**config.mk**
```make
export PLATFORM = sky130hd
export DESIGN_NAME = battery_charge_monitor_top
export DESIGN_NICKNAME = d
export VERILOG_FILES = /design/src/hdl/bcm_pkg.sv /design/src/hdl/bcm_front.sv /design/src/hdl/bcm_queue.sv /design/src/hdl/bcm_back.sv /design/src/hdl/battery_charge_monitor_top.sv
export SDC_FILE = /design/constraint.sdc
export NUM_CORES = 1
export LEC_CHECK = 0
export BUFFER_PORTS_ARGS = -buffer_cell sky130_fd_sc_hd__buf_4
export CAP_MARGIN = 20
export CELL_PAD_IN_SITES_DETAIL_PLACEMENT = 0
export CELL_PAD_IN_SITES_GLOBAL_PLACEMENT = 2
export CORE_MARGIN = 5
export CORE_UTILIZATION = 38
export CTS_CLUSTER_SIZE = 30
export DETAILED_ROUTE_END_ITERATION = 6
export PLACE_DENSITY_LB_ADDON = 0.1
export REMOVE_ABC_BUFFERS = 1
export SLEW_MARGIN = 20
export SYNTH_ARGS = -nofsm -noshare
export SYNTH_HDL_FRONTEND = slang
export SYNTH_SLANG_ARGS = --single-unit
```
**constraint.sdc**
```tcl
create_clock -name clk -period 6.55 [get_ports clk]
set_input_delay 0.9825 -clock clk [delete_from_list [all_inputs] [get_ports clk]]
set_output_delay 0.9825 -clock clk [all_outputs]
set_load 0.02 [all_outputs]
```
**src/hdl/bcm_pkg.sv**
```systemverilog
// battery charge monitor package: widths, conversion constants, codes and
// the structs passed between front end, queue and back end
// no dependencies
package bcm_pkg;

    localparam int ADC_BITS      = 10;
    localparam int VOLT_W        = 13;
    localparam int AMP_W         = 10;
    localparam int CNT_W         = 16;
    localparam int CUR_THR_W     = 10;
    localparam int VTHR_W        = 13;
    localparam int STAT_W        = 2;
    localparam int REQ_W         = 2;
    localparam int CFG_IDX_W     = 3;
    localparam int CFG_DATA_W    = 16;

    // volts = raw * 2560 / 383 in q5.8
    localparam int VOLT_MUL      = 2560;
    localparam int VOLT_DIV      = 383;
    localparam int VOLT_MAX      = 6144;
    localparam int AMP_ZERO      = 510;
    localparam int AMP_MAX       = 512;
    localparam int CHARGE_MARGIN = 120;

    localparam int RECIP_SHIFT   = 20;
    localparam int RECIP_W       = 23;
    localparam longint unsigned RECIP_K =
        (longint'(VOLT_MUL) << RECIP_SHIFT) / VOLT_DIV;
    localparam int PROD_W        = ADC_BITS + RECIP_W;
    localparam int VCALC_W       = ADC_BITS + 12;

    localparam int QUEUE_DEPTH   = 2;
    localparam int QPTR_W        = $clog2(QUEUE_DEPTH);
    localparam int QCNT_W        = $clog2(QUEUE_DEPTH + 1);

    localparam logic [STAT_W-1:0] STAT_CHARGING  = 2'd1;
    localparam logic [STAT_W-1:0] STAT_POWER_ERR = 2'd2;

    localparam logic [CFG_IDX_W-1:0] REG_CHARGE_THR = 3'd0;
    localparam logic [CFG_IDX_W-1:0] REG_FULL_THR   = 3'd1;
    localparam logic [CFG_IDX_W-1:0] REG_LOW_THR    = 3'd2;
    localparam logic [CFG_IDX_W-1:0] REG_CRIT_THR   = 3'd3;
    localparam logic [CFG_IDX_W-1:0] REG_PERSIST    = 3'd4;

    localparam logic [CUR_THR_W-1:0] RST_CHARGE_THR = 10'd4;
    localparam logic [VTHR_W-1:0]    RST_FULL_THR   = 13'd3226;
    localparam logic [VTHR_W-1:0]    RST_LOW_THR    = 13'd2816;
    localparam logic [VTHR_W-1:0]    RST_CRIT_THR   = 13'd2688;
    localparam logic [CNT_W-1:0]     RST_PERSIST    = 16'd600;

    typedef enum logic [REQ_W-1:0] {
        REQ_NONE      = 2'd0,
        REQ_CHARGING  = 2'd1,
        REQ_READY     = 2'd2,
        REQ_POWER_ERR = 2'd3
    } req_t;

    typedef struct packed {
        logic [CUR_THR_W-1:0] charge_thr;
        logic [VTHR_W-1:0]    full_thr;
        logic [VTHR_W-1:0]    low_thr;
        logic [VTHR_W-1:0]    crit_thr;
        logic [CNT_W-1:0]     persist;
    } cfg_t;

    typedef struct packed {
        logic high_amp;
        logic at_full;
        logic below_low;
        logic critical;
    } cls_t;

    typedef struct packed {
        logic [VOLT_W-1:0] volt;
        logic [AMP_W-1:0]  amp;
        logic [STAT_W-1:0] status;
        cls_t              cls;
    } item_t;

    typedef struct packed {
        logic [VOLT_W-1:0] volt;
        logic [AMP_W-1:0]  amp;
        logic              charging;
        logic              charged;
        logic              battery_low;
        logic              critical;
        req_t              req;
    } result_t;

endpackage

```
**src/hdl/bcm_front.sv**
```systemverilog
// front end: takes samples, converts voltage and current, classifies
// against the thresholds and hands items to the queue; uses bcm_pkg
module bcm_front (
    input  logic                         clk,
    input  logic                         rst_n,
    input  logic                         push,
    output logic                         full,
    input  logic [bcm_pkg::ADC_BITS-1:0] volt_sample,
    input  logic [bcm_pkg::ADC_BITS-1:0] amp_sample,
    input  logic [bcm_pkg::STAT_W-1:0]   machine_status,
    input  bcm_pkg::cfg_t                cfg,
    output logic                         item_push,
    input  logic                         item_full,
    output bcm_pkg::item_t               item
);
    import bcm_pkg::*;

    logic                  s1_valid_reg;
    logic                  s1_valid_next;
    logic [ADC_BITS-1:0]   s1_vraw_reg;
    logic [VCALC_W-1:0]    s1_qest_reg;
    logic [AMP_W-1:0]      s1_amp_reg;
    logic [STAT_W-1:0]     s1_status_reg;

    logic                  accept;
    logic [PROD_W-1:0]     prod;
    logic [VCALC_W-1:0]    qest;
    logic [ADC_BITS:0]     araw;
    logic [ADC_BITS:0]     adiff;
    logic [AMP_W-1:0]      amp;

    logic [VCALC_W-1:0]    scaled;
    logic [VCALC_W-1:0]    qmul;
    logic [VCALC_W-1:0]    rem;
    logic [VCALC_W-1:0]    qfix;
    logic [VCALC_W-1:0]    qsat;
    logic [VOLT_W-1:0]     volt;

    assign full      = s1_valid_reg && item_full;
    assign accept    = push && !full;
    assign item_push = s1_valid_reg && !item_full;

    // reciprocal estimate, one low at most
    assign prod = PROD_W'(volt_sample) * PROD_W'(RECIP_K);
    assign qest = VCALC_W'(prod >> RECIP_SHIFT);

    always_comb
    begin
        araw  = {1'b0, amp_sample};
        adiff = '0;
        if (araw > (ADC_BITS+1)'(AMP_ZERO))
        begin
            adiff = araw - (ADC_BITS+1)'(AMP_ZERO);
        end
        if (adiff > (ADC_BITS+1)'(AMP_MAX))
        begin
            amp = AMP_W'(AMP_MAX);
        end
        else
        begin
            amp = AMP_W'(adiff);
        end
    end

    assign s1_valid_next = accept ? 1'b1 : (item_push ? 1'b0 : s1_valid_reg);

    always_ff @(posedge clk or negedge rst_n)
    begin
        if (!rst_n)
        begin
            s1_valid_reg <= 1'b0;
        end
        else
        begin
            s1_valid_reg <= s1_valid_next;
        end
    end

    always_ff @(posedge clk)
    begin
        if (accept)
        begin
            s1_vraw_reg   <= volt_sample;
            s1_qest_reg   <= qest;
            s1_amp_reg    <= amp;
            s1_status_reg <= machine_status;
        end
    end

    // exact floor by remainder check, then saturate at 24 V
    always_comb
    begin
        scaled = (VCALC_W'(s1_vraw_reg) << 11) + (VCALC_W'(s1_vraw_reg) << 9);
        qmul   = (s1_qest_reg << 9) - (s1_qest_reg << 7) - s1_qest_reg;
        rem    = scaled - qmul;
        qfix   = (rem >= VCALC_W'(VOLT_DIV)) ? s1_qest_reg + 1'b1 : s1_qest_reg;
        qsat   = (qfix > VCALC_W'(VOLT_MAX)) ? VCALC_W'(VOLT_MAX) : qfix;
        volt   = VOLT_W'(qsat);
    end

    always_comb
    begin
        item.volt          = volt;
        item.amp           = s1_amp_reg;
        item.status        = s1_status_reg;
        item.cls.high_amp  = s1_amp_reg > cfg.charge_thr;
        item.cls.at_full   = volt >= cfg.full_thr;
        item.cls.below_low = volt < cfg.low_thr;
        item.cls.critical  = volt <= cfg.crit_thr;
    end

endmodule

```
**src/hdl/bcm_queue.sv**
```systemverilog
// short queue of classified items between front end and back end
// uses bcm_pkg
module bcm_queue (
    input  logic           clk,
    input  logic           rst_n,
    input  logic           push,
    output logic           full,
    input  bcm_pkg::item_t din,
    input  logic           pop,
    output logic           empty,
    output bcm_pkg::item_t dout
);
    import bcm_pkg::*;

    item_t              mem_reg [QUEUE_DEPTH];
    logic [QPTR_W-1:0]  wr_ptr_reg;
    logic [QPTR_W-1:0]  rd_ptr_reg;
    logic [QCNT_W-1:0]  count_reg;
    logic [QCNT_W-1:0]  count_next;
    logic               do_push;
    logic               do_pop;

    assign full    = count_reg == QCNT_W'(QUEUE_DEPTH);
    assign empty   = count_reg == '0;
    assign do_push = push && !full;
    assign do_pop  = pop && !empty;
    assign dout    = mem_reg[rd_ptr_reg];

    always_comb
    begin
        count_next = count_reg;
        if (do_push && !do_pop)
        begin
            count_next = count_reg + 1'b1;
        end
        else if (do_pop && !do_push)
        begin
            count_next = count_reg - 1'b1;
        end
    end

    always_ff @(posedge clk or negedge rst_n)
    begin
        if (!rst_n)
        begin
            wr_ptr_reg <= '0;
            rd_ptr_reg <= '0;
            count_reg  <= '0;
        end
        else
        begin
            if (do_push)
            begin
                wr_ptr_reg <= (wr_ptr_reg == QPTR_W'(QUEUE_DEPTH - 1)) ? '0 : wr_ptr_reg + 1'b1;
            end
            if (do_pop)
            begin
                rd_ptr_reg <= (rd_ptr_reg == QPTR_W'(QUEUE_DEPTH - 1)) ? '0 : rd_ptr_reg + 1'b1;
            end
            count_reg <= count_next;
        end
    end

    always_ff @(posedge clk)
    begin
        if (do_push)
        begin
            mem_reg[wr_ptr_reg] <= din;
        end
    end

endmodule

```
**src/hdl/bcm_back.sv**
```systemverilog
// back end: persistence counters, flags and status request, with a
// two-entry result buffer on the output side; uses bcm_pkg
module bcm_back (
    input  logic                      clk,
    input  logic                      rst_n,
    input  logic [bcm_pkg::CNT_W-1:0] persist,
    input  logic                      item_empty,
    output logic                      item_pop,
    input  bcm_pkg::item_t            item,
    input  logic                      pop,
    output logic                      empty,
    output bcm_pkg::result_t          result
);
    import bcm_pkg::*;

    logic [CNT_W-1:0]   hold_count_reg;
    logic [CNT_W-1:0]   hold_count_next;
    logic [CNT_W-1:0]   full_count_reg;
    logic [CNT_W-1:0]   full_count_next;
    logic [CNT_W-1:0]   low_count_reg;
    logic [CNT_W-1:0]   low_count_next;

    logic [CNT_W-1:0]   full_cap;
    logic [CNT_W-1:0]   charge_bound;
    result_t            res;

    result_t            res_mem_reg [QUEUE_DEPTH];
    logic [QPTR_W-1:0]  res_wr_reg;
    logic [QPTR_W-1:0]  res_rd_reg;
    logic [QCNT_W-1:0]  res_count_reg;
    logic [QCNT_W-1:0]  res_count_next;
    logic               res_pop;

    assign item_pop = !item_empty && (res_count_reg != QCNT_W'(QUEUE_DEPTH));
    assign empty    = res_count_reg == '0;
    assign res_pop  = pop && !empty;
    assign result   = res_mem_reg[res_rd_reg];

    assign full_cap     = (persist == '1) ? persist : persist + 1'b1;
    assign charge_bound = (persist >= CNT_W'(CHARGE_MARGIN)) ?
                          persist - CNT_W'(CHARGE_MARGIN) : '0;

    always_comb
    begin
        if (item.cls.high_amp)
        begin
            hold_count_next = persist;
        end
        else if (hold_count_reg != '0)
        begin
            hold_count_next = hold_count_reg - 1'b1;
        end
        else
        begin
            hold_count_next = hold_count_reg;
        end

        if (!item.cls.at_full)
        begin
            full_count_next = '0;
        end
        else if (full_count_reg < full_cap)
        begin
            full_count_next = full_count_reg + 1'b1;
        end
        else
        begin
            full_count_next = full_count_reg;
        end

        if (!item.cls.below_low)
        begin
            low_count_next = '0;
        end
        else if (low_count_reg < persist)
        begin
            low_count_next = low_count_reg + 1'b1;
        end
        else
        begin
            low_count_next = low_count_reg;
        end
    end

    always_comb
    begin
        res.volt        = item.volt;
        res.amp         = item.amp;
        res.charging    = hold_count_next >= charge_bound;
        res.charged     = full_count_next >= persist;
        res.battery_low = low_count_next >= persist;
        res.critical    = item.cls.critical;
        if (res.charging && item.status != STAT_CHARGING)
        begin
            res.req = REQ_CHARGING;
        end
        else if (!res.charging && item.status == STAT_CHARGING)
        begin
            res.req = REQ_READY;
        end
        else if (res.critical && item.status != STAT_POWER_ERR)
        begin
            res.req = REQ_POWER_ERR;
        end
        else if (!res.critical && item.status == STAT_POWER_ERR)
        begin
            res.req = REQ_READY;
        end
        else
        begin
            res.req = REQ_NONE;
        end
    end

    always_comb
    begin
        res_count_next = res_count_reg;
        if (item_pop && !res_pop)
        begin
            res_count_next = res_count_reg + 1'b1;
        end
        else if (res_pop && !item_pop)
        begin
            res_count_next = res_count_reg - 1'b1;
        end
    end

    always_ff @(posedge clk or negedge rst_n)
    begin
        if (!rst_n)
        begin
            hold_count_reg <= '0;
            full_count_reg <= '0;
            low_count_reg  <= '0;
            res_wr_reg     <= '0;
            res_rd_reg     <= '0;
            res_count_reg  <= '0;
        end
        else
        begin
            if (item_pop)
            begin
                hold_count_reg <= hold_count_next;
                full_count_reg <= full_count_next;
                low_count_reg  <= low_count_next;
                res_wr_reg     <= (res_wr_reg == QPTR_W'(QUEUE_DEPTH - 1)) ? '0 : res_wr_reg + 1'b1;
            end
            if (res_pop)
            begin
                res_rd_reg <= (res_rd_reg == QPTR_W'(QUEUE_DEPTH - 1)) ? '0 : res_rd_reg + 1'b1;
            end
            res_count_reg <= res_count_next;
        end
    end

    always_ff @(posedge clk)
    begin
        if (item_pop)
        begin
            res_mem_reg[res_wr_reg] <= res;
        end
    end

    a_hold_reload: assert property (@(posedge clk) disable iff (!rst_n)
        item_pop && item.cls.high_amp |=> hold_count_reg == $past(persist))
        else $error("charge hold counter did not reload");

    a_full_clear: assert property (@(posedge clk) disable iff (!rst_n)
        item_pop && !item.cls.at_full |=> full_count_reg == '0)
        else $error("full counter did not clear");

    a_res_drain: assert property (@(posedge clk) disable iff (!rst_n)
        res_pop && !item_pop |=> res_count_reg == $past(res_count_reg) - 1'b1)
        else $error("result buffer count wrong after transfer out");

endmodule

```
**src/hdl/battery_charge_monitor_top.sv**
```systemverilog
// battery charge monitor top level: configuration registers and the
// front end, item queue and back end; uses bcm_pkg, bcm_front, bcm_queue, bcm_back
//
// One result per accepted sample set, one set per clock sustained while
// results are popped and no buffer is full. A set is converted in the front
// end over two stages (reciprocal multiply, then a remainder correction and
// threshold compares), waits in a two-entry queue, and the back end updates
// the persistence counters and forms the flags and status request as it
// takes each item, so its counter update sets the rate of one item per
// clock. A set passes the front-end register, the queue and the result
// buffer on its way out; that two-entry buffer lets input keep flowing
// while results wait. Configuration writes are always ready and take effect
// at once; write them only while the block is idle. No clearing pass after reset.
module battery_charge_monitor_top (
    input  logic                          clk,
    input  logic                          rst_n,
    input  logic                          push,
    output logic                          full,
    input  logic [bcm_pkg::ADC_BITS-1:0]  volt_sample,
    input  logic [bcm_pkg::ADC_BITS-1:0]  amp_sample,
    input  logic [bcm_pkg::STAT_W-1:0]    machine_status,
    input  logic                          pop,
    output logic                          empty,
    output logic [bcm_pkg::VOLT_W-1:0]    volt_q8,
    output logic [bcm_pkg::AMP_W-1:0]     amp_units,
    output logic                          charging,
    output logic                          charged,
    output logic                          battery_low,
    output logic                          critical,
    output logic [bcm_pkg::REQ_W-1:0]     status_request,
    input  logic                          cfg_valid,
    output logic                          cfg_ready,
    input  logic [bcm_pkg::CFG_IDX_W-1:0] cfg_index,
    input  logic [bcm_pkg::CFG_DATA_W-1:0] cfg_data
);
    import bcm_pkg::*;

    cfg_t    cfg_reg;
    logic    item_push;
    logic    item_full;
    item_t   front_item;
    logic    item_pop;
    logic    item_empty;
    item_t   back_item;
    result_t result;

    assign cfg_ready = 1'b1;

    always_ff @(posedge clk or negedge rst_n)
    begin
        if (!rst_n)
        begin
            cfg_reg.charge_thr <= RST_CHARGE_THR;
            cfg_reg.full_thr   <= RST_FULL_THR;
            cfg_reg.low_thr    <= RST_LOW_THR;
            cfg_reg.crit_thr   <= RST_CRIT_THR;
            cfg_reg.persist    <= RST_PERSIST;
        end
        else if (cfg_valid && cfg_ready)
        begin
            unique case (cfg_index)
                REG_CHARGE_THR: cfg_reg.charge_thr <= cfg_data[CUR_THR_W-1:0];
                REG_FULL_THR:   cfg_reg.full_thr   <= cfg_data[VTHR_W-1:0];
                REG_LOW_THR:    cfg_reg.low_thr    <= cfg_data[VTHR_W-1:0];
                REG_CRIT_THR:   cfg_reg.crit_thr   <= cfg_data[VTHR_W-1:0];
                REG_PERSIST:    cfg_reg.persist    <= cfg_data[CNT_W-1:0];
                default:
                begin
                end
            endcase
        end
    end

    bcm_front u_front (
        .clk            (clk),
        .rst_n          (rst_n),
        .push           (push),
        .full           (full),
        .volt_sample    (volt_sample),
        .amp_sample     (amp_sample),
        .machine_status (machine_status),
        .cfg            (cfg_reg),
        .item_push      (item_push),
        .item_full      (item_full),
        .item           (front_item)
    );

    bcm_queue u_queue (
        .clk   (clk),
        .rst_n (rst_n),
        .push  (item_push),
        .full  (item_full),
        .din   (front_item),
        .pop   (item_pop),
        .empty (item_empty),
        .dout  (back_item)
    );

    bcm_back u_back (
        .clk        (clk),
        .rst_n      (rst_n),
        .persist    (cfg_reg.persist),
        .item_empty (item_empty),
        .item_pop   (item_pop),
        .item       (back_item),
        .pop        (pop),
        .empty      (empty),
        .result     (result)
    );

    assign volt_q8        = result.volt;
    assign amp_units      = result.amp;
    assign charging       = result.charging;
    assign charged        = result.charged;
    assign battery_low    = result.battery_low;
    assign critical       = result.critical;
    assign status_request = result.req;

endmodule

```
## Yosys cells after proc, flatten, opt, wreduce, memory -nomap -nowiden

Memories as Yosys holds them, arrays and structs flattened.
Index checks and enable logic that the tools add are counted.

- Output and inout port bits: 32
- Register bits after elaboration: 157
- Bits of input ports: 46
- Memories kept: 2
- RAM bits: 116

Memory list:

| name | depth | width | rd ports | clocked after memory_dff | wr ports | line | RTL |
|---|---|---|---|---|---|---|---|
| u_back.res_mem_reg | 2 | 29 | 1 | 0 | 1 | bcm_back.sv:27 | `result_t res_mem_reg [QUEUE_DEPTH];` |
| u_queue.mem_reg | 2 | 29 | 1 | 0 | 1 | bcm_queue.sv:15 | `item_t mem_reg [QUEUE_DEPTH];` |

- Equal/unequal tests: 11
- $add $sub $neg: 19
- Mux-type cells: 29
- $mul: 1
- Reductions and logical operators: 37
- $lt $le $gt $ge: 14

Operators with widths:

| operator | count |
|---|---|
| $mux W16 | 8 |
| $add A16 B1 Y16 const B | 3 |
| $ge A16 B16 Y1 | 3 |
| $lt A16 B16 Y1 | 2 |
| $mul A10 B22 Y32 const B | 1 |
| $add A21 B19 Y22 | 1 |
| $ge A22 B9 Y1 const B | 1 |
| $gt A22 B13 Y1 const B | 1 |
| $sub A22 B13 Y22 | 1 |
| $sub A22 B20 Y22 | 1 |
| $sub A22 B22 Y22 | 1 |
| $eq A16 B16 Y1 const B | 1 |
| $ge A16 B7 Y1 const B | 1 |
| $mux W2 | 8 |
| $reduce_bool A16 Y1 | 1 |
| $sub A16 B1 Y16 const B | 1 |
| $sub A16 B7 Y16 const B | 1 |
| $logic_and A1 B1 Y1 | 15 |
| $add A13 B1 Y14 const B | 1 |
| $mux W14 | 1 |
| $ge A13 B13 Y1 | 1 |
| $le A13 B13 Y1 | 1 |
| $lt A13 B13 Y1 | 1 |
| $mux W13 | 1 |
| 21 further kinds | 54 |

## Longest topological paths before layout

Gate-level depths: netlist of run 1.

- Depth after elaboration: 8
- Depth in mapped cells: 33
- Gate-level depth less buffers: 30

## Modules after synthesis

A second synthesis of run 1 with hierarchy kept.

- Cells, all modules: 2045
- Area total of the unflattened synthesis: 21988.6 um2

Modules (own cells, without submodules):

| module | instances | seq. area each (um2) | area an instance (um2) | cells each |
|---|---|---|---|---|
| bcm_front | 1 | 1076.0 | 8873.5 | 931 |
| bcm_back | 1 | 3042.9 | 8172.8 | 862 |
| battery_charge_monitor_top | 1 | 1647.8 | 2534.9 | 143 |
| bcm_queue | 1 | 1841.8 | 2407.3 | 109 |

## Worst setup path after synthesis of run 1

No wires, ideal clock.

- Kind: flip-flop to flip-flop
- Start: reg u_front.s1_qest_reg[2]
- End: mem u_queue.mem_reg[0][0] (netlist name), data pin
- Required time: 6.381 ns
- Arrival time: 6.876 ns
- Slack: -0.494 ns
- Period minus slack after synthesis: 7.044 ns
- Stages on the path, launching flop included: 30
- Setup time: 0.169 ns
- Buffers on the path: 2
- Cell sequence: edfxtp_1 -> inv_1 -> fa_1 -> fa_1 -> fa_1 -> ha_1 -> clkbuf_1 -> nand2_1 -> nor4b_1 -> o32a_1 -> xor2_1 -> or4_1 -> or4_1 -> buf_2 -> and2_4 -> o31ai_4 -> a21boi_4 -> nor3_1 -> ha_1 -> nor2b_1 -> o21a_1 -> o21ai_0 -> nand2b_1 -> a21oi_1 -> o21ai_0 -> a21o_1 -> a21o_1 -> a21oi_1 -> nor2b_1 -> o21ai_0

RTL lines:

| element | line | RTL |
|---|---|---|
| start, declared | bcm_front.sv:21 | `logic [VCALC_W-1:0] s1_qest_reg;` |
| start signal, assigned | bcm_front.sv:84 | `s1_qest_reg <= qest;` |
| end, declared | bcm_queue.sv:15 |  |

==> results.md, run 1 <==
Route:
- The total via count in the routed design is 15761.
- Summed over all layers, the routed wires come to 57800 um.
- The wire length per cell is 18.9 um.
- The count of nets left with antenna violations once routing finished came out at 0.
- The number of optimization iterations in the first detailed-route pass is 5.
- The number of design rule violations left after detail routing is 0.
- Dividing the detail-routed via count by the number of cells gives 5.16.
- The count of routing violations after the opening detailed-route iteration is 916.

CTS:
- The maximum clock path buffer count is 3.
- The count of hold buffers inserted by post-cts repair is 0.
- The total clock buffers created by CTS is 34.
- The clock edge transition at the registers on the reported setup and hold paths is 0.06 ns.
- TritonCTS built the clock tree.
- The cell sitting at the root of the clock tree is a clkbuf_16.
- The clock net sink count is 273.
- The latest clock arrival within the worst-skew pair is 0.55 ns.
- The number of H-tree levels is 2.

Global route:
- The via count of the first global-routing pass was 16423.
- The total global routing track utilization is 19.1%.
- The remaining global-route overflow is 0.
- The global routing usage on met2 is 33.0%.
- In the global route stage, met3 resource usage came out at 2.66%.
- In the global route stage, met1 resource usage came out at 25.6%.
- Entering global routing, the biggest net connects 72 pins.
- The layer flagged by global routing as most heavily used is met2.
- The initial antenna violation count is 3.
- The wire length of the first global-routing pass is 91700 um.

Timing:
- The count of final max-slew check failures is 0.
- For the final database, setup skew stands at 0.0266 ns.
- Timing would allow up to 0.151 GHz.
- Dividing the final minimum period by the clock period gives 101%.
- The clock period minus final worst setup slack is 6.64 ns.
- The worst slew slack as a fraction of its limit is 34.0%.
- Setup violations remaining at the end of the flow were counted as 6.
- Across all setup checks in the final design, the least slack found is -0.0907 ns.
- Setup repair after global routing could not meet its margin everywhere.
- The number of failing hold endpoints at the final stage is 0.
- The transition time at the pin with the least slew margin is 0.990 ns.

Synthesis:
- The Yosys step of the flow raised 0 warnings.
- The share of async-settable or async-resettable flops after synthesis is 44.7%.
- Ranked by instance count, the synthesized netlist is headed by 279 x ha_1, 223 x inv_1, 195 x nand2_1.
- The synthesized netlist devotes 12.1% of its cell area to compound gates.
- The cell accounting for the most synthesized area is edfxtp_1.
- The main combinational cell family by area after synthesis is adder cells.
- In the synthesized netlist the dominant register cell turns out to be edfxtp_1.
- The distinct cell type count after synthesis is 75.
- The post-synthesis cell area is 21100 um^2.
- The synthesized netlist devotes 26.0% of its cell area to adder and majority cells.
- The synthesized-area fraction occupied by and/or/nand/nor cells is 12.1%.
- Sorting the synthesized cells by area gives the leading types as edfxtp_1 21%, ha_1 17%, dfrtp_1 12%.
- The sequential area share after synthesis is 36.0%.
- Of the total synthesized cell area, the portion taken by XOR and XNOR cells is 4.44%.
- By instance count, the leading cell after synthesis is ha_1.
- Of the post-synthesis cell area, the dominant cell type holds 21.5%.
- Averaged over all synthesized cells, the footprint is 10.3 um^2.
- The cell count after synthesis came out at 2055.
- After synthesis the netlist holds a flip-flop and latch count of 273.
- In this run, synthesis inferred 151 flip-flops with an integrated enable.
- The mux contribution to synthesized area is 4.28%.

Worst setup path:
- For this run, the slowest stage of the critical path takes 0.53 ns.
- STA puts the critical path data required time at 6.93 ns.
- The slowest stage of the critical path is the fa_1 cell.
- The critical path endpoint category is a register.
- The worst path arrival time is 7.02 ns.
- Of all nets on the critical path, the largest fanout is 7.
- The startpoint of the most critical register-to-register path is u_front.s1_qest_reg[5].
- STA classifies the critical path startpoint as a register.
- The start point of the critical path is u_front.s1_qest_reg[5].
- The setup path with the least slack is of type reg -> reg.

Layout:
- Of the cells placed in the final design, the portion with a size suffix greater than 1 is 19.5%.
- The register with the most flip-flops in the layout has 65 of them.
- The number of nets in the layout is 2707.
- The area growth from synthesis to layout is 19.0%.

Floorplan:
- The area enclosed by the die boundary is 60400 um^2.
- The die span in x is 246 um.
- The floorplan step defined a core boundary enclosing 55100 um^2.
- The initialized floorplan defines 86 standard-cell rows.
- The initial standard-cell utilization of the core is 38.3%.
- 78 I/O pins were placed.
- The height of the die is 246 um.

Worst hold path:
- The class of the worst hold path is reg -> reg.
- The launch instance of the worst min-delay path is u_front.s1_status_reg[0].

Placement:
- Before CTS, the worst setup slack after placement is -0.706 ns.
- Routability-driven placement finished with a final weighted congestion of 0.832.
- The number of buffers added on ports is 76.
- The post-detailed-placement half-perimeter wirelength is 44500 um.

Status:
- The flow ran to the end, but the final reports show violations.
- The checks that failed: setup timing.

Job:
- Max-cap violations in this run came to 0.
## logic make-up (layout without fill, tap and decap cells)
logic type | after synthesis | after routing
multiplexers | 81 | 81
flip-flops | 273 | 273
AO/OA/AOI/OAI | 397 | 397
XOR/XNOR | 107 | 107
other | 1 | 2
buffers and inverters | 279 | 532
adder cells (fa/ha/maj) | 380 | 380
AND/OR/NAND/NOR | 537 | 537
## placed cells by master (no fill, tap or decap), types with 6 or more instances in the layout
master,n
ha_1,268
clkbuf_16,34
nor4_1,11
o211ai_1,14
o21ai_0,122
ha_4,10
inv_1,219
nand4_1,31
dfrtp_1,105
o2111ai_1,11
xnor2_1,72
dfstp_2,17
nand2_1,194
a31o_2,6
edfxtp_1,151
o21ai_1,10
or3_1,16
nor3_1,42
or4_1,10
o31ai_1,12
buf_6,6
a21oi_1,65
xor2_1,35
mux2_2,75
and2_1,6
nand2b_1,16
clkbuf_1,7
nand3_1,56
o21a_1,23
a31oi_1,13
a2111oi_0,8
nor2_1,89
fa_1,98
a21oi_2,9
and3_1,26
a21o_1,55
nor2b_1,16
buf_4,241
## layer usage
layer / routed length, um / up-vias / share of wire [%]
met2: 28500 / 200 / 49
met5: 27 / - / 0.047
li1: - / 7757 / -
met4: 1180 / 4 / 2.0
met3: 1820 / 78 / 3.2
met1: 26300 / 7722 / 45
## worst max-delay path: cells and delay by family (launching register included)
kind	cells	cell delay, ns
AO/OA/AOI/OAI	12	1.82
XOR/XNOR	1	0.15
adder cells (fa/ha/maj)	5	2.01
buffers and inverters	5	0.40
flip-flops	1	0.42
AND/OR/NAND/NOR	7	1.65
## path summary, 6_finish.rpt
| kind | slack [ns] | end | cells past startpoint |
|---|---|---|---|
| setup / recovery | -0.09 | u_queue.mem_reg[1][0] | 30 |
| hold / removal | 0.45 | u_queue.mem_reg[1][4] | 0 |
| setup reg to reg | -0.09 | u_queue.mem_reg[1][0] | 30 |
| hold reg to reg | 0.45 | u_queue.mem_reg[1][4] | 0 |
| max in group asynchronous | 4.86 | cfg_reg[20] | 2 |
| min in group asynchronous | 0.47 | u_back.full_count_reg[12] | 1 |
## stage by stage
stage                     TNS [ns]  std cells  hold slack, ns  instance area [um^2]  utilization, %
final                       -0.419       3057           0.445                 25100            45.6
after global routing         -2.69       3056           0.461                 25100            45.6
after CTS                   -0.992       3054           0.447                 25000            45.4
after detailed placement     -3.92       2985           0.434                 23700            42.9
after global placement       -3.57       2985           0.431                 23700            42.9
after floorplan              -3.24       2000           0.421                 20900               -
## layout make-up
cell class	count	area, um^2
Antenna cell	1	2.50
Clock buffer	44	918
Clock inverter	17	190
Fill cell	5300	30000
Inverter	224	841
Multi-Input combinational cell	1503	12800
Sequential cell	273	7610
Tap cell	748	936
Timing Repair Buffer	247	1880
## repair_timing
item                                    4_1_cts  5_1_grt
setup buffers                                10        2
endpoints found under the setup margin        6        8
gates resized for setup                      37       23
pin swaps                                    40       23
Power of run 1 is left out: the tool's default activity adds up to more than one toggle a clock period on the data nets, which glitch-free logic cannot reach.
==> inputs of run 2 (changes only) <==
Settings changed: SETUP_SLACK_MARGIN set to 0.1.
==> run 2 against run 1 <==
The run still ends with setup timing left. Worst setup slack got worse by 0.015 ns. Cell area about the same. Non-clock buffer count grew 1. Final cell count barely moved. Critical path type unchanged. Critical endpoint is now u_queue.mem_reg[1][2].
==> results.md, run 2 (synthesized netlist as in run 1, its figures left out) <==
Route:
- The number of routed nets with antenna violations was 0 (unchanged).
- The count of routing violations after the opening detailed-route iteration is 858 (-6.3%).
- The number of optimization iterations in the first detailed-route pass is 5 (unchanged).
- The total via count in the routed design is 15774 (+0.082%).
- The total wire length after detailed routing was 57700 um (about the same).
- The vias per cell is 5.16 (about the same).
- The number of design rule violations left after detail routing is 0 (unchanged).
- The wire length per cell is 18.9 um (about the same).

Placement:
- The post-detailed-placement half-perimeter wirelength is 44500 um (unchanged).
- The total placed cells including tap cells is 2985 (unchanged).
- The cell area reported after detailed placement was 23700 um^2 (unchanged).
- The routability congestion estimate is 0.832 (unchanged).
- The number of buffers added on ports is 76 (unchanged).

CTS:
- The number of H-tree levels was 2 (unchanged).
- The latest clock arrival within the worst-skew pair is 0.56 ns (about the same).
- The count of hold buffers inserted by post-cts repair came to 0 (unchanged).
- The maximum clock path buffer count is 3 (unchanged).
- The total clock buffers created by CTS came to 34 (unchanged).
- The clock edge transition at the registers on the reported setup and hold paths was 0.06 ns (about the same).
- The root buffer cell is clkbuf_16.
- The clock net sink count is 273 (unchanged).
- The CTS tree is built.

Timing:
- The transition time at the pin with the least slew margin is 0.982 ns (-0.00843 ns).
- The clock period minus final worst setup slack is 6.66 ns (+0.0148 ns).
- The worst slew slack as a fraction of its limit came to 34.6% (+0.56 points).
- The maximum achievable frequency is 0.150 GHz (-0.22%).
- The clock skew was 0.0268 ns (+0.000129 ns).
- The number of failing hold endpoints at the final stage is 0 (unchanged).
- Setup repair after global routing could not meet its margin everywhere.
- The smallest setup slack after layout was -0.106 ns (-0.0148 ns).
- The fraction of the cycle the final worst path needs is 102% (+0.23 points).
- The count of final max-slew check failures came to 0 (unchanged).
- The number of endpoints failing setup at the final stage came to 6 (unchanged).
- The sum of negative setup slack was -0.520 ns (-0.101 ns).

Status:
- The checks that failed: setup timing.
- The flow ran to the end, but the final reports show violations.

Worst setup path:
- The worst setup path is of the reg -> reg kind.
- The number of buffers and inverters on the critical path was 7 (+2).
- The worst path arrival time is 6.96 ns (-0.06 ns).
- The critical path endpoint category is a register.
- The critical-path maximum fanout is 7 (unchanged).
- The largest individual stage delay along the critical path comes from the cell fa_1.
- The category of cells accounting for the largest share of critical-path delay is adder cells.
- The required arrival time at the worst endpoint is 6.86 ns (-0.07 ns).
- The worst setup path is launched from a register.
- The maximum single-stage delay on the critical path is 0.52 ns (about the same).

Global route:
- The maximum number of pins on one net before global-route repair is 72 (unchanged).
- The total global routing track utilization is 19.1% (about the same).
- The via count of the first global-routing pass came to 16419 (-0.024%).
- The remaining global-route overflow is 0 (unchanged).
- The initial antenna violation count is 3 (unchanged).
- The wire length of the first global-routing pass came to 91700 um (about the same).

Floorplan:
- The area of the core was 55100 um^2 (unchanged).
- The height of the die is 246 um (unchanged).
- The count of boundary I/O pins was 78 (unchanged).
- The initial standard-cell utilization of the core is 38.3% (unchanged).
- The die span in x is 246 um (unchanged).
- The number of placement rows is 86 (unchanged).
- The area enclosed by the die boundary is 60400 um^2 (unchanged).

Layout:
- Leaving out fill and tap cells, the most frequent cells in the layout are 269 x ha_1, 242 x buf_4, 218 x inv_1, 193 x nand2_1, 151 x edfxtp_1.
- The flip-flop count of the largest register after layout was 65 (unchanged).
- The library cell used most frequently in the layout, excluding fill and tap cells, is ha_1.
- The filler-free cell count of the finished design is 3058 (+0.033%).
- The cell area after layout is 25100 um^2 (about the same).
- The fraction of final layout cells sized beyond drive strength 1 is 19.6% (+0.12 points).
- The final core utilization was 45.6% (about the same).
- The area growth from synthesis to layout came to 19.1% (about the same).
- The number of nets in the layout is 2708 (+0.037%).

Job:
- The number of max-cap violations came to 0 (unchanged).

Worst hold path:
- The worst hold path belongs to the class reg -> reg.
==> run 2: path summary, 6_finish.rpt <==
kind | from | end | slack, ns | cells after the start
min | u_front.s1_status_reg[0] | u_queue.mem_reg[1][4] | 0.45 | 0
max in group asynchronous | rst_n | cfg_reg[1] | 4.85 | 2
max | u_front.s1_qest_reg[5] | u_queue.mem_reg[1][2] | -0.11 | 31
min in group asynchronous | rst_n | u_back.full_count_reg[12] | 0.48 | 1
min reg2reg | u_front.s1_status_reg[0] | u_queue.mem_reg[1][4] | 0.45 | 0
max reg2reg | u_front.s1_qest_reg[5] | u_queue.mem_reg[1][2] | -0.11 | 31
==> run 2: timing repair <==
action | 4_1_cts | 5_1_grt
gates resized for setup | 37 | 26
endpoints found under the setup margin | 6 | 8
setup buffers | 9 | 3
pin swaps | 39 | 19
==> run 2: area by class of cell <==
class	count	area (um^2)
tap	748	936
clock inverter	17	190
clock buffer	44	918
antenna	1	2.50
fill	5302	30000
timing repair buffer	248	1890
multi-input combinational	1503	12800
inverter	224	841
sequential	273	7610
==> run 2: metrics by stage <==
stage	setup WS, ns	hold WS [ns]
after CTS	-0.258	0.447
after floorplan	-0.591	0.421
after detailed placement	-0.706	0.434
final	-0.106	0.445
after global routing	-0.502	0.461
after global placement	-0.629	0.431
==> run 2: routing by layer <==
metal / track usage (%) / vias to the layer above / share of wire [%]
li1: - / 7757 / -
met1: 25.6 / 7735 / 46
met2: 33.0 / 201 / 49
met3: 2.66 / 77 / 3.1
met4: 4.28 / 4 / 2.0
met5: 0 / - / 0.047
Power of run 2 is left out for the same reason.
==> inputs of run 3 (changes only) <==
Settings changed: GPL_TIMING_DRIVEN set to 0.
==> run 3 against run 2 <==
Sequential share of layout area is 0.37 points higher. Hold slack lost 0.098 ns. Largest cell class unchanged. The run still ends with setup timing left. Critical path depth shrank 2.
==> results.md, run 3 (synthesized netlist as in run 1, its figures left out) <==
Timing:
- Setup repair after global routing could not meet its margin everywhere.
- The number of endpoints failing setup at the final stage is 6 (unchanged).
- The clock period minus final worst setup slack was 7.02 ns (+0.361 ns).
- The clock skew is 0.0150 ns (-0.0117 ns).
- The number of failing hold endpoints at the final stage came to 0 (unchanged).
- The maximum achievable frequency was 0.143 GHz (-5.1%).
- The worst slew slack as a fraction of its limit was 36.6% (+2.1 points).
- The smallest setup slack after layout came to -0.467 ns (-0.361 ns).
- The count of final max-slew check failures is 0 (unchanged).
- The fraction of the cycle the final worst path needs is 107% (+5.5 points).
- The transition time at the pin with the least slew margin is 0.949 ns (-0.0324 ns).

Worst setup path:
- The worst setup path is launched from a register.
- The critical path class is reg -> reg.
- The number of cell instances on the worst register-to-register path is 29 (-6.5%).
- The startpoint identified for the worst register-to-register timing path is u_front.s1_qest_reg[2].
- The critical-path maximum fanout is 6 (-1).
- Counting stages on the worst path, the most repeated cell is a21o_1.
- STA classifies the critical path endpoint as a register.
- The required arrival time at the worst endpoint is 6.90 ns (+0.04 ns).
- The reg-to-reg setup timing slack came to -0.47 ns (-0.36 ns).
- In this run the critical register-to-register path is captured at u_queue.mem_reg[0][0].
- Among all stages on the critical path, the largest delay is contributed by or4_4.
- The maximum single-stage delay on the critical path is 0.51 ns (about the same).
- The worst path arrival time is 7.37 ns (+0.41 ns).

Floorplan:
- The number of placement rows was 86 (unchanged).
- The area enclosed by the die boundary is 60400 um^2 (unchanged).
- The initial standard-cell utilization of the core was 38.3% (unchanged).
- The die span in x was 246 um (unchanged).
- The area of the core is 55100 um^2 (unchanged).
- The height of the die is 246 um (unchanged).
- The count of boundary I/O pins is 78 (unchanged).

Layout:
- Compared with the post-synthesis result, the final layout area differs by 17.7%.
- The library cell used most frequently in the layout, excluding fill and tap cells, is ha_1.
- The fraction of final layout cells sized beyond drive strength 1 was 17.2% (-2.4 points).
- In the layout the commonest cells are 268 x ha_1, 216 x inv_1, 192 x nand2_1, 151 x edfxtp_1, 128 x buf_4.
- The final core utilization is 45.1% (-0.53 points).
- The flip-flop count of the largest register after layout is 65 (unchanged).
- The antenna cell count is 0 (-1).
- The number of nets in the layout was 2608 (-3.7%).
- The number of filler instances in the final layout was 5363 (+1.2%).

Route:
- The count of routing violations after the opening detailed-route iteration is 736 (-14%).
- The total wire length after detailed routing is 57000 um (-1.3%).
- The number of routed nets with antenna violations is 0 (unchanged).
- The total via count in the routed design is 15591 (-1.2%).
- The wire length per cell came to 19.3 um (+2.0%).
- The number of design rule violations left after detail routing is 0 (unchanged).
- The number of optimization iterations in the first detailed-route pass is 7 (+2).
- The vias per cell is 5.27 (+2.1%).

CTS:
- The clock edge transition at the registers on the reported setup and hold paths was 0.06 ns (about the same).
- The maximum clock path buffer count is 3 (unchanged).
- The clock net sink count is 273 (unchanged).
- The latest clock arrival within the worst-skew pair was 0.54 ns (-0.02 ns).
- The count of hold buffers inserted by post-cts repair was 0 (unchanged).
- The number of H-tree levels is 2 (unchanged).
- The total clock buffers created by CTS is 35 (+2.9%).
- The CTS tree is built.
- In this run the clock root is driven by a clkbuf_16.

Global route:
- The maximum number of pins on one net before global-route repair is 73 (+1.4%).
- The via count of the first global-routing pass came to 16084 (-2.0%).
- The wire length of the first global-routing pass is 90500 um (-1.3%).
- The remaining global-route overflow is 0 (unchanged).
- The initial antenna violation count came to 2 (-1).
- The total global routing track utilization is 19.0% (-0.15 points).

Worst hold path:
- The worst hold path belongs to the class in -> async.

Status:
- The flow ran to the end, but the final reports show violations.
- The checks that failed: setup timing.

Placement:
- The number of buffers added on ports is 76 (unchanged).
- The post-detailed-placement half-perimeter wirelength is 43000 um (-3.2%).
- The routability congestion estimate is 0.814 (-2.2%).

Job:
- The number of max-cap violations is 0 (unchanged).
run 3: cell types whose count changed in the layout (fill, tap and decap cells not counted), sizes merged:
cell      change
clkbuf        +6
diode         -1
or4           +1
buf         -103
nand2         +1
clkinv        -4
bufinv        +2
clkinvlp      -1
run 3: layout make-up:
cell class | count | area, um^2 | share of cell area, %
clock inverters | 14 | 208 | 0.836
repair buffers | 145 | 1300 | 5.22
flip-flops and latches | 273 | 7610 | 30.6
multi-input cells | 1505 | 12900 | 52.1
inverters | 224 | 845 | 3.40
clock buffers | 50 | 1010 | 4.08
well taps | 748 | 936 | 3.77
run 3: critical path: cells and delay by family, from the launching register on:
kind,cells,cell delay [ns]
AO/OA/AOI/OAI,13,2.43
XOR/XNOR,1,0.14
adder cells (fa/ha/maj),5,1.63
buffers and inverters,4,0.59
flip-flops,1,0.48
AND/OR/NAND/NOR,6,1.54
run 3: metal layers:
layer	track usage [%]	vias up	routed length (um)
met3	2.72	79	2000
met4	4.53	4	1250
met1	25.4	7703	25900
met5	0	-	21
li1	-	7568	-
met2	32.6	237	27800
run 3: worst max path at each step:
stage	to	slack (ns)	from
2_1_floorplan	u_queue.mem_reg[0][0]	-0.59	u_front.s1_qest_reg[3]
5_1_grt	u_queue.mem_reg[0][0]	-0.73	u_front.s1_qest_reg[2]
4_1_cts	u_queue.mem_reg[0][0]	-0.51	u_front.s1_qest_reg[2]
6_report	u_queue.mem_reg[0][0]	-0.47	u_front.s1_qest_reg[2]
3_3_place_gp	u_queue.mem_reg[0][0]	-2.60	u_front.s1_qest_reg[3]
3_5_place_dp	u_queue.mem_reg[0][0]	-2.53	u_front.s1_qest_reg[3]
run 3: per-stage QoR:
| stage | hold slack, ns | setup TNS [ns] | cell area [um^2] | setup WS [ns] | instances |
|---|---|---|---|---|---|
| after global placement | 0.429 | -170.96 | 22400 | -2.60 | 2824 |
| after global routing | 0.364 | -4.07 | 24800 | -0.728 | 2959 |
| after CTS | 0.353 | -2.80 | 24600 | -0.511 | 2943 |
| after detailed placement | 0.439 | -22.56 | 22800 | -2.53 | 2838 |
| after floorplan | 0.421 | -3.24 | 20900 | -0.591 | 2000 |
| final | 0.347 | -2.44 | 24800 | -0.467 | 2959 |
run 3: what timing repair did:
| item | in CTS | in global routing |
|---|---|---|
| cloned | 1 | 1 |
| setup buffers | 40 | 15 |
| pin swaps | 40 | 34 |
| gates resized for setup | 61 | 31 |
| endpoints found under the setup margin | 28 | 8 |
Power of run 3 is left out for the same reason.
